--- config.mk ---
export PLATFORM = sky130hd
export DESIGN_NAME = heater_pi_controller_slew
export DESIGN_NICKNAME = d
export VERILOG_FILES = /design/src/rtl/hpcs_pkg.sv /design/src/rtl/heater_pi_controller_slew.sv /design/src/rtl/hpcs_cfg.sv /design/src/rtl/hpcs_muldiv.sv
export SDC_FILE = /design/constraint.sdc
export NUM_CORES = 2
export LEC_CHECK = 0
export BUFFER_PORTS_ARGS = -buffer_cell sky130_fd_sc_hd__clkbuf_2
export CAP_MARGIN = 10
export CELL_PAD_IN_SITES_DETAIL_PLACEMENT = 0
export CELL_PAD_IN_SITES_GLOBAL_PLACEMENT = 1
export CORE_UTILIZATION = 47
export DETAILED_ROUTE_END_ITERATION = 6
export PLACE_DENSITY = 0.84
export SETUP_SLACK_MARGIN = 0.3
export SYNTH_ARGS = -nofsm -noshare
export SYNTH_HDL_FRONTEND = slang
export SYNTH_HIERARCHICAL = 1
export SYNTH_SLANG_ARGS = --single-unit
--- constraint.sdc ---
create_clock -name clk_i -period 7.61 [get_ports clk_i]
set_clock_uncertainty 0.1 [all_clocks]
set_input_delay 1.522 -clock clk_i [delete_from_list [all_inputs] [get_ports clk_i]]
set_output_delay 1.522 -clock clk_i [all_outputs]
set_load 0.005 [all_outputs]
--- src/rtl/hpcs_pkg.sv ---
// Shared types, widths and constants of the heater PI controller.
package hpcs_pkg;

  // Field widths
  localparam int TEMP_W     = 19;
  localparam int ERR_W      = 20;
  localparam int DUTY_W     = 10;
  localparam int INTEG_W    = 21;
  localparam int TARGET_W   = 18;
  localparam int GAIN_W     = 10;
  localparam int LIMIT_W    = 20;
  localparam int SHIFT_W    = 4;
  localparam int INTERVAL_W = 13;

  // Stream packing
  localparam int IN_TDATA_W  = 24;
  localparam int OUT_USED_W  = DUTY_W + TEMP_W + ERR_W;
  localparam int OUT_TDATA_W = 56;
  localparam int OUT_PAD_W   = OUT_TDATA_W - OUT_USED_W;

  // Config port
  localparam int CFG_ADDR_W = 3;
  localparam int CFG_DATA_W = 20;

  localparam logic [CFG_ADDR_W-1:0] REG_TARGET   = 3'd0;
  localparam logic [CFG_ADDR_W-1:0] REG_KP       = 3'd1;
  localparam logic [CFG_ADDR_W-1:0] REG_KI       = 3'd2;
  localparam logic [CFG_ADDR_W-1:0] REG_LIMIT    = 3'd3;
  localparam logic [CFG_ADDR_W-1:0] REG_DUTY_MAX = 3'd4;
  localparam logic [CFG_ADDR_W-1:0] REG_STEP     = 3'd5;
  localparam logic [CFG_ADDR_W-1:0] REG_SHIFT    = 3'd6;
  localparam logic [CFG_ADDR_W-1:0] REG_INTERVAL = 3'd7;

  // Multiply / divide-by-1000 unit
  localparam int MUL_A_W        = INTEG_W;
  localparam int MUL_B_W        = INTERVAL_W;
  localparam int PROD_W         = MUL_A_W + MUL_B_W + 1;
  localparam int QUOT_W         = 25;
  // every product magnitude stays below 2^32
  localparam int MAG_W          = 32;
  // floor(x * RECIP_1000 / 2^38) equals floor(x / 1000) for every x below 2^32
  localparam int RECIP_W        = 29;
  localparam int RPROD_W        = MAG_W + RECIP_W;
  localparam int RECIP_SHIFT    = 38;
  localparam logic [RECIP_W-1:0] RECIP_1000 = 29'd274877907;

  // Wide accumulation of two quotients or integral plus quotient
  localparam int ACC_W = 26;

  typedef struct packed {
    logic [TARGET_W-1:0]   target_temp_mc;
    logic [GAIN_W-1:0]     kp_gain;
    logic [GAIN_W-1:0]     ki_gain;
    logic [LIMIT_W-1:0]    integral_limit;
    logic [DUTY_W-1:0]     duty_max;
    logic [DUTY_W-1:0]     duty_step;
    logic [SHIFT_W-1:0]    smooth_shift;
    logic [INTERVAL_W-1:0] interval_ms;
  } cfg_t;

  localparam cfg_t CFG_RESET = '{
    target_temp_mc: 18'd40000,
    kp_gain:        10'd25,
    ki_gain:        10'd2,
    integral_limit: 20'd180000,
    duty_max:       10'd600,
    duty_step:      10'd50,
    smooth_shift:   4'd2,
    interval_ms:    13'd500
  };

  typedef struct packed {
    logic                      start;
    logic signed [MUL_A_W-1:0] a;
    logic [MUL_B_W-1:0]        b;
  } muldiv_req_t;

  typedef struct packed {
    logic                     done;
    logic signed [QUOT_W-1:0] quot;
  } muldiv_rsp_t;

endpackage

--- src/rtl/heater_pi_controller_slew.sv ---
// Heater PI controller: input filter, clamped integral, duty clamp and slew limit.
//
// Use:
//   s_axis: one beat per control tick. tdata[18:0] is the temperature sample
//   in millidegrees (signed), tuser[0] says the read succeeded.
//   m_axis: one beat per tick. tdata holds heater_duty, filtered_temp_mc and
//   temp_error_mc; tuser[0] flags a tick forced off by a failed read.
//   cfg: single-cycle register writes (index 0..7); the user must write only while idle, the block does not enforce it.
// Sequence:
//   A good sample passes filter and error, then the shared multiply /
//   divide-by-1000 unit three times (multiply, magnitude, reciprocal
//   multiply, handoff), then clamp, slew and output load; a failed read
//   goes straight to output load. The next input beat is taken in the cycle
//   after the result is loaded, so only one sample is in the block at a time.
// Reset clears filter, integral and last duty, marks the filter unseeded and
// loads the default registers. A stalled receiver holds the result in the
// output register; one more input beat is taken and then held until it drains.
module heater_pi_controller_slew (
  input  logic                             clk_i,
  input  logic                             rst_ni,
  // cfg write channel
  input  logic                             cfg_valid_i,
  output logic                             cfg_ready_o,
  input  logic [hpcs_pkg::CFG_ADDR_W-1:0]  cfg_addr_i,
  input  logic [hpcs_pkg::CFG_DATA_W-1:0]  cfg_data_i,
  // input stream
  input  logic                             s_axis_tvalid_i,
  output logic                             s_axis_tready_o,
  input  logic [hpcs_pkg::IN_TDATA_W-1:0]  s_axis_tdata_i,   // [18:0] temp_sample_mc
  input  logic [0:0]                       s_axis_tuser_i,   // [0] sample_valid
  // output stream
  output logic                             m_axis_tvalid_o,
  input  logic                             m_axis_tready_i,
  output logic [hpcs_pkg::OUT_TDATA_W-1:0] m_axis_tdata_o,   // [9:0] heater_duty,
                                                             // [28:10] filtered_temp_mc,
                                                             // [48:29] temp_error_mc
  output logic [0:0]                       m_axis_tuser_o    // [0] forced_off
);
  import hpcs_pkg::*;

  typedef enum logic [7:0] {
    S_IDLE  = 8'b0000_0001,
    S_FILT  = 8'b0000_0010,
    S_ERR   = 8'b0000_0100,
    S_ISSUE = 8'b0000_1000,
    S_WAIT  = 8'b0001_0000,
    S_CLAMP = 8'b0010_0000,
    S_SLEW  = 8'b0100_0000,
    S_OUT   = 8'b1000_0000
  } state_e;

  typedef enum logic [1:0] {
    OP_INTEG,
    OP_PROP,
    OP_ITERM
  } op_e;

  cfg_t        cfg;
  muldiv_req_t md_req;
  muldiv_rsp_t md_rsp;

  state_e                   state_q, state_d;
  op_e                      op_q, op_d;
  logic                     seeded_q, seeded_d;
  logic signed [TEMP_W-1:0] filt_q, filt_d;
  logic signed [INTEG_W-1:0] integ_q, integ_d;
  logic [DUTY_W-1:0]        last_duty_q, last_duty_d;
  logic signed [TEMP_W-1:0] sample_q, sample_d;
  logic signed [ERR_W-1:0]  err_q, err_d;
  logic signed [QUOT_W-1:0] pterm_q, pterm_d;
  logic signed [ACC_W-1:0]  sum_q, sum_d;
  logic [DUTY_W-1:0]        duty_c_q, duty_c_d;
  logic [DUTY_W-1:0]        res_duty_q, res_duty_d;
  logic signed [ERR_W-1:0]  res_err_q, res_err_d;
  logic                     res_forced_q, res_forced_d;
  logic                     m_valid_q, m_valid_d;
  logic [OUT_TDATA_W-1:0]   m_data_q, m_data_d;
  logic                     m_user_q, m_user_d;

  logic                     in_beat;
  logic signed [ERR_W-1:0]  diff, fstep, fsum;
  logic signed [ACC_W-1:0]  isum, lim_pos, lim_neg, dmax_ext;
  logic [DUTY_W:0]          slew_hi, slew_lo_chk;
  logic [DUTY_W-1:0]        duty_fin;

  hpcs_cfg u_cfg (
    .clk_i      (clk_i),
    .rst_ni     (rst_ni),
    .cfg_valid_i(cfg_valid_i),
    .cfg_ready_o(cfg_ready_o),
    .cfg_addr_i (cfg_addr_i),
    .cfg_data_i (cfg_data_i),
    .cfg_o      (cfg)
  );

  hpcs_muldiv u_muldiv (
    .clk_i (clk_i),
    .rst_ni(rst_ni),
    .req_i (md_req),
    .rsp_o (md_rsp)
  );

  assign s_axis_tready_o = (state_q == S_IDLE);
  assign in_beat         = s_axis_tvalid_i && s_axis_tready_o;

  // filter update terms
  assign diff  = ERR_W'(sample_q) - ERR_W'(filt_q);
  assign fstep = diff >>> cfg.smooth_shift;
  assign fsum  = ERR_W'(filt_q) + fstep;

  // integral clamp terms
  assign isum     = ACC_W'(integ_q) + ACC_W'(md_rsp.quot);
  assign lim_pos  = ACC_W'($signed({1'b0, cfg.integral_limit}));
  assign lim_neg  = -lim_pos;
  assign dmax_ext = ACC_W'($signed({1'b0, cfg.duty_max}));

  // slew limit against the previous duty
  assign slew_hi     = {1'b0, last_duty_q} + {1'b0, cfg.duty_step};
  assign slew_lo_chk = {1'b0, duty_c_q} + {1'b0, cfg.duty_step};

  always_comb begin
    if ({1'b0, duty_c_q} > slew_hi) begin
      duty_fin = slew_hi[DUTY_W-1:0];
    end else if ({1'b0, last_duty_q} > slew_lo_chk) begin
      duty_fin = last_duty_q - cfg.duty_step;
    end else begin
      duty_fin = duty_c_q;
    end
  end

  // operand select for the shared unit
  always_comb begin
    md_req.start = (state_q == S_ISSUE);
    unique case (op_q)
      OP_INTEG: begin
        md_req.a = MUL_A_W'(err_q);
        md_req.b = cfg.interval_ms;
      end
      OP_PROP: begin
        md_req.a = MUL_A_W'(err_q);
        md_req.b = MUL_B_W'(cfg.kp_gain);
      end
      OP_ITERM: begin
        md_req.a = integ_q;
        md_req.b = MUL_B_W'(cfg.ki_gain);
      end
      default: begin
        md_req.a = '0;
        md_req.b = '0;
      end
    endcase
  end

  // sequencer
  always_comb begin
    state_d      = state_q;
    op_d         = op_q;
    seeded_d     = seeded_q;
    filt_d       = filt_q;
    integ_d      = integ_q;
    last_duty_d  = last_duty_q;
    sample_d     = sample_q;
    err_d        = err_q;
    pterm_d      = pterm_q;
    sum_d        = sum_q;
    duty_c_d     = duty_c_q;
    res_duty_d   = res_duty_q;
    res_err_d    = res_err_q;
    res_forced_d = res_forced_q;
    m_valid_d    = m_valid_q;
    m_data_d     = m_data_q;
    m_user_d     = m_user_q;

    // output beat taken
    if (m_valid_q && m_axis_tready_i) begin
      m_valid_d = 1'b0;
    end

    unique case (state_q)
      S_IDLE: begin
        if (in_beat) begin
          sample_d = $signed(s_axis_tdata_i[TEMP_W-1:0]);
          if (s_axis_tuser_i[0]) begin
            res_forced_d = 1'b0;
            state_d      = S_FILT;
          end else begin
            // failed read: heater off, state untouched
            res_duty_d   = '0;
            res_err_d    = '0;
            res_forced_d = 1'b1;
            state_d      = S_OUT;
          end
        end
      end
      S_FILT: begin
        if (!seeded_q) begin
          filt_d   = sample_q;
          seeded_d = 1'b1;
        end else begin
          filt_d = fsum[TEMP_W-1:0];
        end
        state_d = S_ERR;
      end
      S_ERR: begin
        err_d   = ERR_W'($signed({1'b0, cfg.target_temp_mc})) - ERR_W'(filt_q);
        op_d    = OP_INTEG;
        state_d = S_ISSUE;
      end
      S_ISSUE: begin
        state_d = S_WAIT;
      end
      S_WAIT: begin
        if (md_rsp.done) begin
          unique case (op_q)
            OP_INTEG: begin
              if (isum < lim_neg) begin
                integ_d = lim_neg[INTEG_W-1:0];
              end else if (isum > lim_pos) begin
                integ_d = lim_pos[INTEG_W-1:0];
              end else begin
                integ_d = isum[INTEG_W-1:0];
              end
              op_d    = OP_PROP;
              state_d = S_ISSUE;
            end
            OP_PROP: begin
              pterm_d = md_rsp.quot;
              op_d    = OP_ITERM;
              state_d = S_ISSUE;
            end
            OP_ITERM: begin
              sum_d   = ACC_W'(pterm_q) + ACC_W'(md_rsp.quot);
              state_d = S_CLAMP;
            end
            default: state_d = S_IDLE;
          endcase
        end
      end
      S_CLAMP: begin
        if (sum_q < 0) begin
          duty_c_d = '0;
        end else if (sum_q > dmax_ext) begin
          duty_c_d = cfg.duty_max;
        end else begin
          duty_c_d = sum_q[DUTY_W-1:0];
        end
        state_d = S_SLEW;
      end
      S_SLEW: begin
        last_duty_d = duty_fin;
        res_duty_d  = duty_fin;
        res_err_d   = err_q;
        state_d     = S_OUT;
      end
      S_OUT: begin
        if (!m_valid_q || m_axis_tready_i) begin
          m_valid_d = 1'b1;
          m_data_d  = {{OUT_PAD_W{1'b0}}, res_err_q, filt_q, res_duty_q};
          m_user_d  = res_forced_q;
          state_d   = S_IDLE;
        end
      end
      default: state_d = S_IDLE;
    endcase
  end

  always_ff @(posedge clk_i or negedge rst_ni) begin
    if (!rst_ni) begin
      state_q     <= S_IDLE;
      op_q        <= OP_INTEG;
      seeded_q    <= 1'b0;
      filt_q      <= '0;
      integ_q     <= '0;
      last_duty_q <= '0;
      m_valid_q   <= 1'b0;
    end else begin
      state_q     <= state_d;
      op_q        <= op_d;
      seeded_q    <= seeded_d;
      filt_q      <= filt_d;
      integ_q     <= integ_d;
      last_duty_q <= last_duty_d;
      m_valid_q   <= m_valid_d;
    end
  end

  always_ff @(posedge clk_i) begin
    sample_q     <= sample_d;
    err_q        <= err_d;
    pterm_q      <= pterm_d;
    sum_q        <= sum_d;
    duty_c_q     <= duty_c_d;
    res_duty_q   <= res_duty_d;
    res_err_q    <= res_err_d;
    res_forced_q <= res_forced_d;
    m_data_q     <= m_data_d;
    m_user_q     <= m_user_d;
  end

  assign m_axis_tvalid_o   = m_valid_q;
  assign m_axis_tdata_o    = m_data_q;
  assign m_axis_tuser_o[0] = m_user_q;

endmodule

--- src/rtl/hpcs_cfg.sv ---
// Configuration register file of the heater PI controller.
module hpcs_cfg (
  input  logic                            clk_i,
  input  logic                            rst_ni,
  input  logic                            cfg_valid_i,
  output logic                            cfg_ready_o,
  input  logic [hpcs_pkg::CFG_ADDR_W-1:0] cfg_addr_i,
  input  logic [hpcs_pkg::CFG_DATA_W-1:0] cfg_data_i,
  output hpcs_pkg::cfg_t                  cfg_o
);
  import hpcs_pkg::*;

  cfg_t cfg_q;

  // writes are always accepted and land in the register
  assign cfg_ready_o = 1'b1;
  assign cfg_o       = cfg_q;

  always_ff @(posedge clk_i or negedge rst_ni) begin
    if (!rst_ni) begin
      cfg_q <= CFG_RESET;
    end else if (cfg_valid_i && cfg_ready_o) begin
      unique case (cfg_addr_i)
        REG_TARGET:   cfg_q.target_temp_mc <= cfg_data_i[TARGET_W-1:0];
        REG_KP:       cfg_q.kp_gain        <= cfg_data_i[GAIN_W-1:0];
        REG_KI:       cfg_q.ki_gain        <= cfg_data_i[GAIN_W-1:0];
        REG_LIMIT:    cfg_q.integral_limit <= cfg_data_i[LIMIT_W-1:0];
        REG_DUTY_MAX: cfg_q.duty_max       <= cfg_data_i[DUTY_W-1:0];
        REG_STEP:     cfg_q.duty_step      <= cfg_data_i[DUTY_W-1:0];
        REG_SHIFT:    cfg_q.smooth_shift   <= cfg_data_i[SHIFT_W-1:0];
        REG_INTERVAL: cfg_q.interval_ms    <= cfg_data_i[INTERVAL_W-1:0];
        default: ;
      endcase
    end
  end

endmodule

--- src/rtl/hpcs_muldiv.sv ---
// Shared signed multiplier followed by a reciprocal divide by 1000 (truncating toward zero).
module hpcs_muldiv (
  input  logic                  clk_i,
  input  logic                  rst_ni,
  input  hpcs_pkg::muldiv_req_t req_i,
  output hpcs_pkg::muldiv_rsp_t rsp_o
);
  import hpcs_pkg::*;

  typedef enum logic [2:0] {
    MD_IDLE  = 3'b001,
    MD_LOAD  = 3'b010,
    MD_RECIP = 3'b100
  } md_state_e;

  md_state_e                md_q, md_d;
  logic signed [PROD_W-1:0] prod_q, prod_d;
  logic signed [PROD_W-1:0] a_ext, b_ext;
  logic [PROD_W-1:0]        mag;
  logic                     neg_q, neg_d;
  logic [MAG_W-1:0]         mag_q, mag_d;
  logic [RPROD_W-1:0]       rprod_q, rprod_d;
  logic                     done_q, done_d;
  logic signed [QUOT_W-1:0] qmag;

  assign a_ext = PROD_W'(req_i.a);
  assign b_ext = PROD_W'($signed({1'b0, req_i.b}));
  assign mag   = prod_q[PROD_W-1] ? PROD_W'(-prod_q) : PROD_W'(prod_q);

  // sequencer: product, magnitude, reciprocal multiply
  always_comb begin
    md_d    = md_q;
    prod_d  = prod_q;
    neg_d   = neg_q;
    mag_d   = mag_q;
    rprod_d = rprod_q;
    done_d  = 1'b0;
    unique case (md_q)
      MD_IDLE: begin
        if (req_i.start) begin
          prod_d = a_ext * b_ext;
          md_d   = MD_LOAD;
        end
      end
      MD_LOAD: begin
        neg_d = prod_q[PROD_W-1];
        mag_d = mag[MAG_W-1:0];
        md_d  = MD_RECIP;
      end
      MD_RECIP: begin
        rprod_d = RPROD_W'(mag_q) * RPROD_W'(RECIP_1000);
        done_d  = 1'b1;
        md_d    = MD_IDLE;
      end
      default: md_d = MD_IDLE;
    endcase
  end

  always_ff @(posedge clk_i or negedge rst_ni) begin
    if (!rst_ni) begin
      md_q   <= MD_IDLE;
      done_q <= 1'b0;
    end else begin
      md_q   <= md_d;
      done_q <= done_d;
    end
  end

  always_ff @(posedge clk_i) begin
    prod_q  <= prod_d;
    neg_q   <= neg_d;
    mag_q   <= mag_d;
    rprod_q <= rprod_d;
  end

  // restore the sign of the quotient
  assign qmag       = $signed(QUOT_W'(rprod_q[RPROD_W-1:RECIP_SHIFT]));
  assign rsp_o.done = done_q;
  assign rsp_o.quot = neg_q ? -qmag : qmag;

endmodule

==> results.md <==
- Crit path capture type: flip-flop
- Max FO, Critical Path: 9
- Logic pwr share: 74.6%
- Critical path's slowest cell: fa_1
- Worst-path clk slew: 0.07 ns
- Register area share after synthesis: 24.0%
- Hpwl dp: 106000 µm
- Placer Congestion: 0.963
- GRT overflow: 0
- YS warnings: 6
- CTS tree: built
- Share of layout cells above drive strength 1: 11.5%
- Num rows: 120
- Fin crit share: 93.9%
- Drt drc: 0
- Yosys top cell area share: 22.2%
- Max_slew headroom: 21.5%
- Ys async rst share: 37.4%
- Number of synthesized flops with an enable pin: 270
- DIE HEIGHT: 330 µm
- Fin crit period: 7.15 ns
- Yosys cell types: 99
- Clock power frac: 9.6%
- CP Data Arrival Time: 7.40 ns
- Hold-fix buffers, CTS: 0
- Crit path max-delay family: adder cells
- Status: finished, final reports clean
- Synth Register Bits: 431
- Type of the worst setup path: flip-flop to flip-flop
- Required @ worst endpoint: 7.86 ns
- Initial antenna violation count: 2
- Avg WL per Cell: 19.4 µm
- Seq pwr share: 15.8%
- Sw Share: 45.4%
- Initial Util: 47.3%
- Worst min path class: flip-flop to flip-flop
- Post-route cell area: 0.0559 mm²
- RSZ-0062 raised after global routing: true
- 1st-iter DRT viols: 2509
- Synth area leader: fa_1
- Layout net count: 6547
- Die Width: 330 µm
- P_sw: 11100 µW
- Largest net degree at the start of global routing: 105
- H-tree Lvls: 2
- Syn_area_per_cell: 10.1 µm²
- Number of CTS-inserted buffers: 48
- Vias per inst: 5.54
- Worst VDD drop: 0.854 mV
- Most common cell after layout, fill and taps aside: inv_1
- Ys flop type: edfxtp_1
- Num ports: 113
- Total GRT Usage: 23.9%
- Final setup viols: 0
- Via count: 37000
- Commonest non-fill, non-tap cells in the layout: inv_1 (929), ha_1 (671), fa_1 (559), nand2_1 (342), edfxtp_1 (270)
- Startpoint Class: flip-flop
- Max Slew Vio Count: 0
- First-pass DRT Iterations: 6
- Most used cell, CP: fa_1
- First-pass GRT wire length: 205000 µm
- Finished Layout Cells: 6689
- Max-Cap Viols: 0
- Cells after Synth: 5037
- Bufs on Longest Clock Path: 3
- Die area: 0.109 mm²
- Worst Tran Pin Value: 1.17 ns
- Dpl cell area: 0.0534 mm²
- Post-Synthesis Cell Area: 0.0507 mm²
- P_int: 13300 µW
- Worst skew pair latency: 0.62 ns
- Fmax: 0.140 GHz
- Slowest Stage Delay on Critical Path: 0.53 ns
- Final wirelength: 130000 µm
- Core Region: 0.107 mm²
- Post-route ant nets: 0
- Final hold viol count: 0
- CTS sink cnt: 431
- Pwr dens: 436 mW/mm²
- Clock Tree Root: clkbuf_16
- Cells after DPL: 6537
- Top post-synthesis cells by area: fa_1 (22%), ha_1 (17%), edfxtp_1 (16%), inv_1 (6.9%), dfrtp_1 (6.3%)
- CP bufs+invs: 8
- Port Buf Inserts: 99
- Syn-to-layout area delta: 10.3%
- Setup TNS: 0 ns
- Leakage: 0.0265 µW
- Vias in the first global route: 37600
through the flow:
step	hold WS (ns)	utilization, %	total power [µW]	setup slack [ns]
after floorplan	0.300	-	17400	0.424
after global placement	0.300	49.9	20500	-0.0727
after detailed placement	0.305	49.9	20800	-0.156
after CTS	0.315	51.6	23300	0.290
after global routing	0.329	52.2	26800	0.199
final	0.316	52.2	24300	0.463
power groups by stage:
stage               combinational, µW  sequential [µW]  clock (µW)
floorplan                       13600             3770           0
global placement                16600             3880           0
detailed placement              16900             3890           0
CTS                             17100             3840        2390
global route                    20500             3880        2470
finish                          18200             3850        2340
logic make-up after synthesis:
family                   after synthesis  share of synthesized area (%)
AO/OA/AOI/OAI                        834                           10.9
XOR/XNOR                             216                           3.75
adder cells (fa/ha/maj)             1248                           39.2
buffers and inverters               1062                           7.99
flip-flops                           431                           24.0
multiplexers                         154                           3.39
other                                  2                         0.0148
AND/OR/NAND/NOR                     1090                           10.8
state kept, by name (all words and copies together) (netlist names), 2 cells and up:
name,flops
err_q,20
pterm_q,25
res_duty_q,10
m_axis_tdata_o,49
u_cfg/cfg_o,95
last_duty_q,10
filt_q,19
duty_c_q,10
state_q,8
sample_q,19
integ_q,21
u_muldiv/mag_q,32
u_muldiv/prod_q,33
u_muldiv/md_q,3
u_muldiv/rprod_q,23
sum_q,26
op_q,2
res_err_q,20
cell usage after synthesis, types with 35 or more instances:
master	number
a21o_1	77
nor3_1	82
o211ai_1	36
and3_1	35
nor2b_1	35
clkbuf_1	103
mux2i_1	48
nor2_1	189
o21a_1	44
fa_1	563
ha_1	685
xor2_1	43
a211oi_1	36
and2_1	158
xnor2_1	172
nand2_1	343
dfrtp_1	127
nand3_1	65
edfxtp_1	270
o21ai_0	183
inv_1	930
a21oi_1	196
mux2_2	102
path summary, 6_finish.rpt:
kind | end | start | slack, ns | depth (start not counted)
max in group asynchronous | filt_q[15] | rst_ni | 5.04 | 2
max reg2reg | u_muldiv/prod_q[31] | op_q[1] | 0.46 | 28
max | u_muldiv/prod_q[31] | op_q[1] | 0.46 | 28
min reg2reg | m_axis_tdata_o[48] | res_err_q[19] | 0.32 | 0
min | m_axis_tdata_o[48] | res_err_q[19] | 0.32 | 0
min in group asynchronous | state_q[1] | rst_ni | 0.96 | 1
per-layer routing:
metal  track usage [%]  vias up  routed length, µm
met4              7.02        2               4120
met3              2.95      205               6820
met2              39.9      933              61300
met1              32.6    18500              57500
met5                 0        -                 15
li1                  -    17400                  -
worst reg2reg max path: cells and delay by family, from the launching register on:
| family | cells | cell delay (ns) |
|---|---|---|
| AO/OA/AOI/OAI | 7 | 1.61 |
| AND/OR/NAND/NOR | 5 | 0.56 |
| flip-flops | 1 | 0.43 |
| XOR/XNOR | 1 | 0.14 |
| adder cells (fa/ha/maj) | 7 | 3.19 |
| buffers and inverters | 8 | 0.87 |
cell type report:
cell class / count / area, µm²
Tap cell: 1403 / 1760
Sequential cell: 431 / 12200
Antenna cell: 1 / 2.50
Fill cell: 9590 / 51200
Clock buffer: 59 / 1290
Timing Repair Buffer: 282 / 1970
Clock inverter: 30 / 270
Inverter: 933 / 3500
Multi-Input combinational cell: 3550 / 34900
what timing repair did:
item	CTS	global route
endpoints found under the setup margin	21	46
buffers inserted	23	35
endpoints found under the hold margin	0	0
pin swaps	5	24
gates resized for setup	13	78
gates cloned	2	2
No activity file was read; power rests on OpenSTA's default activity.
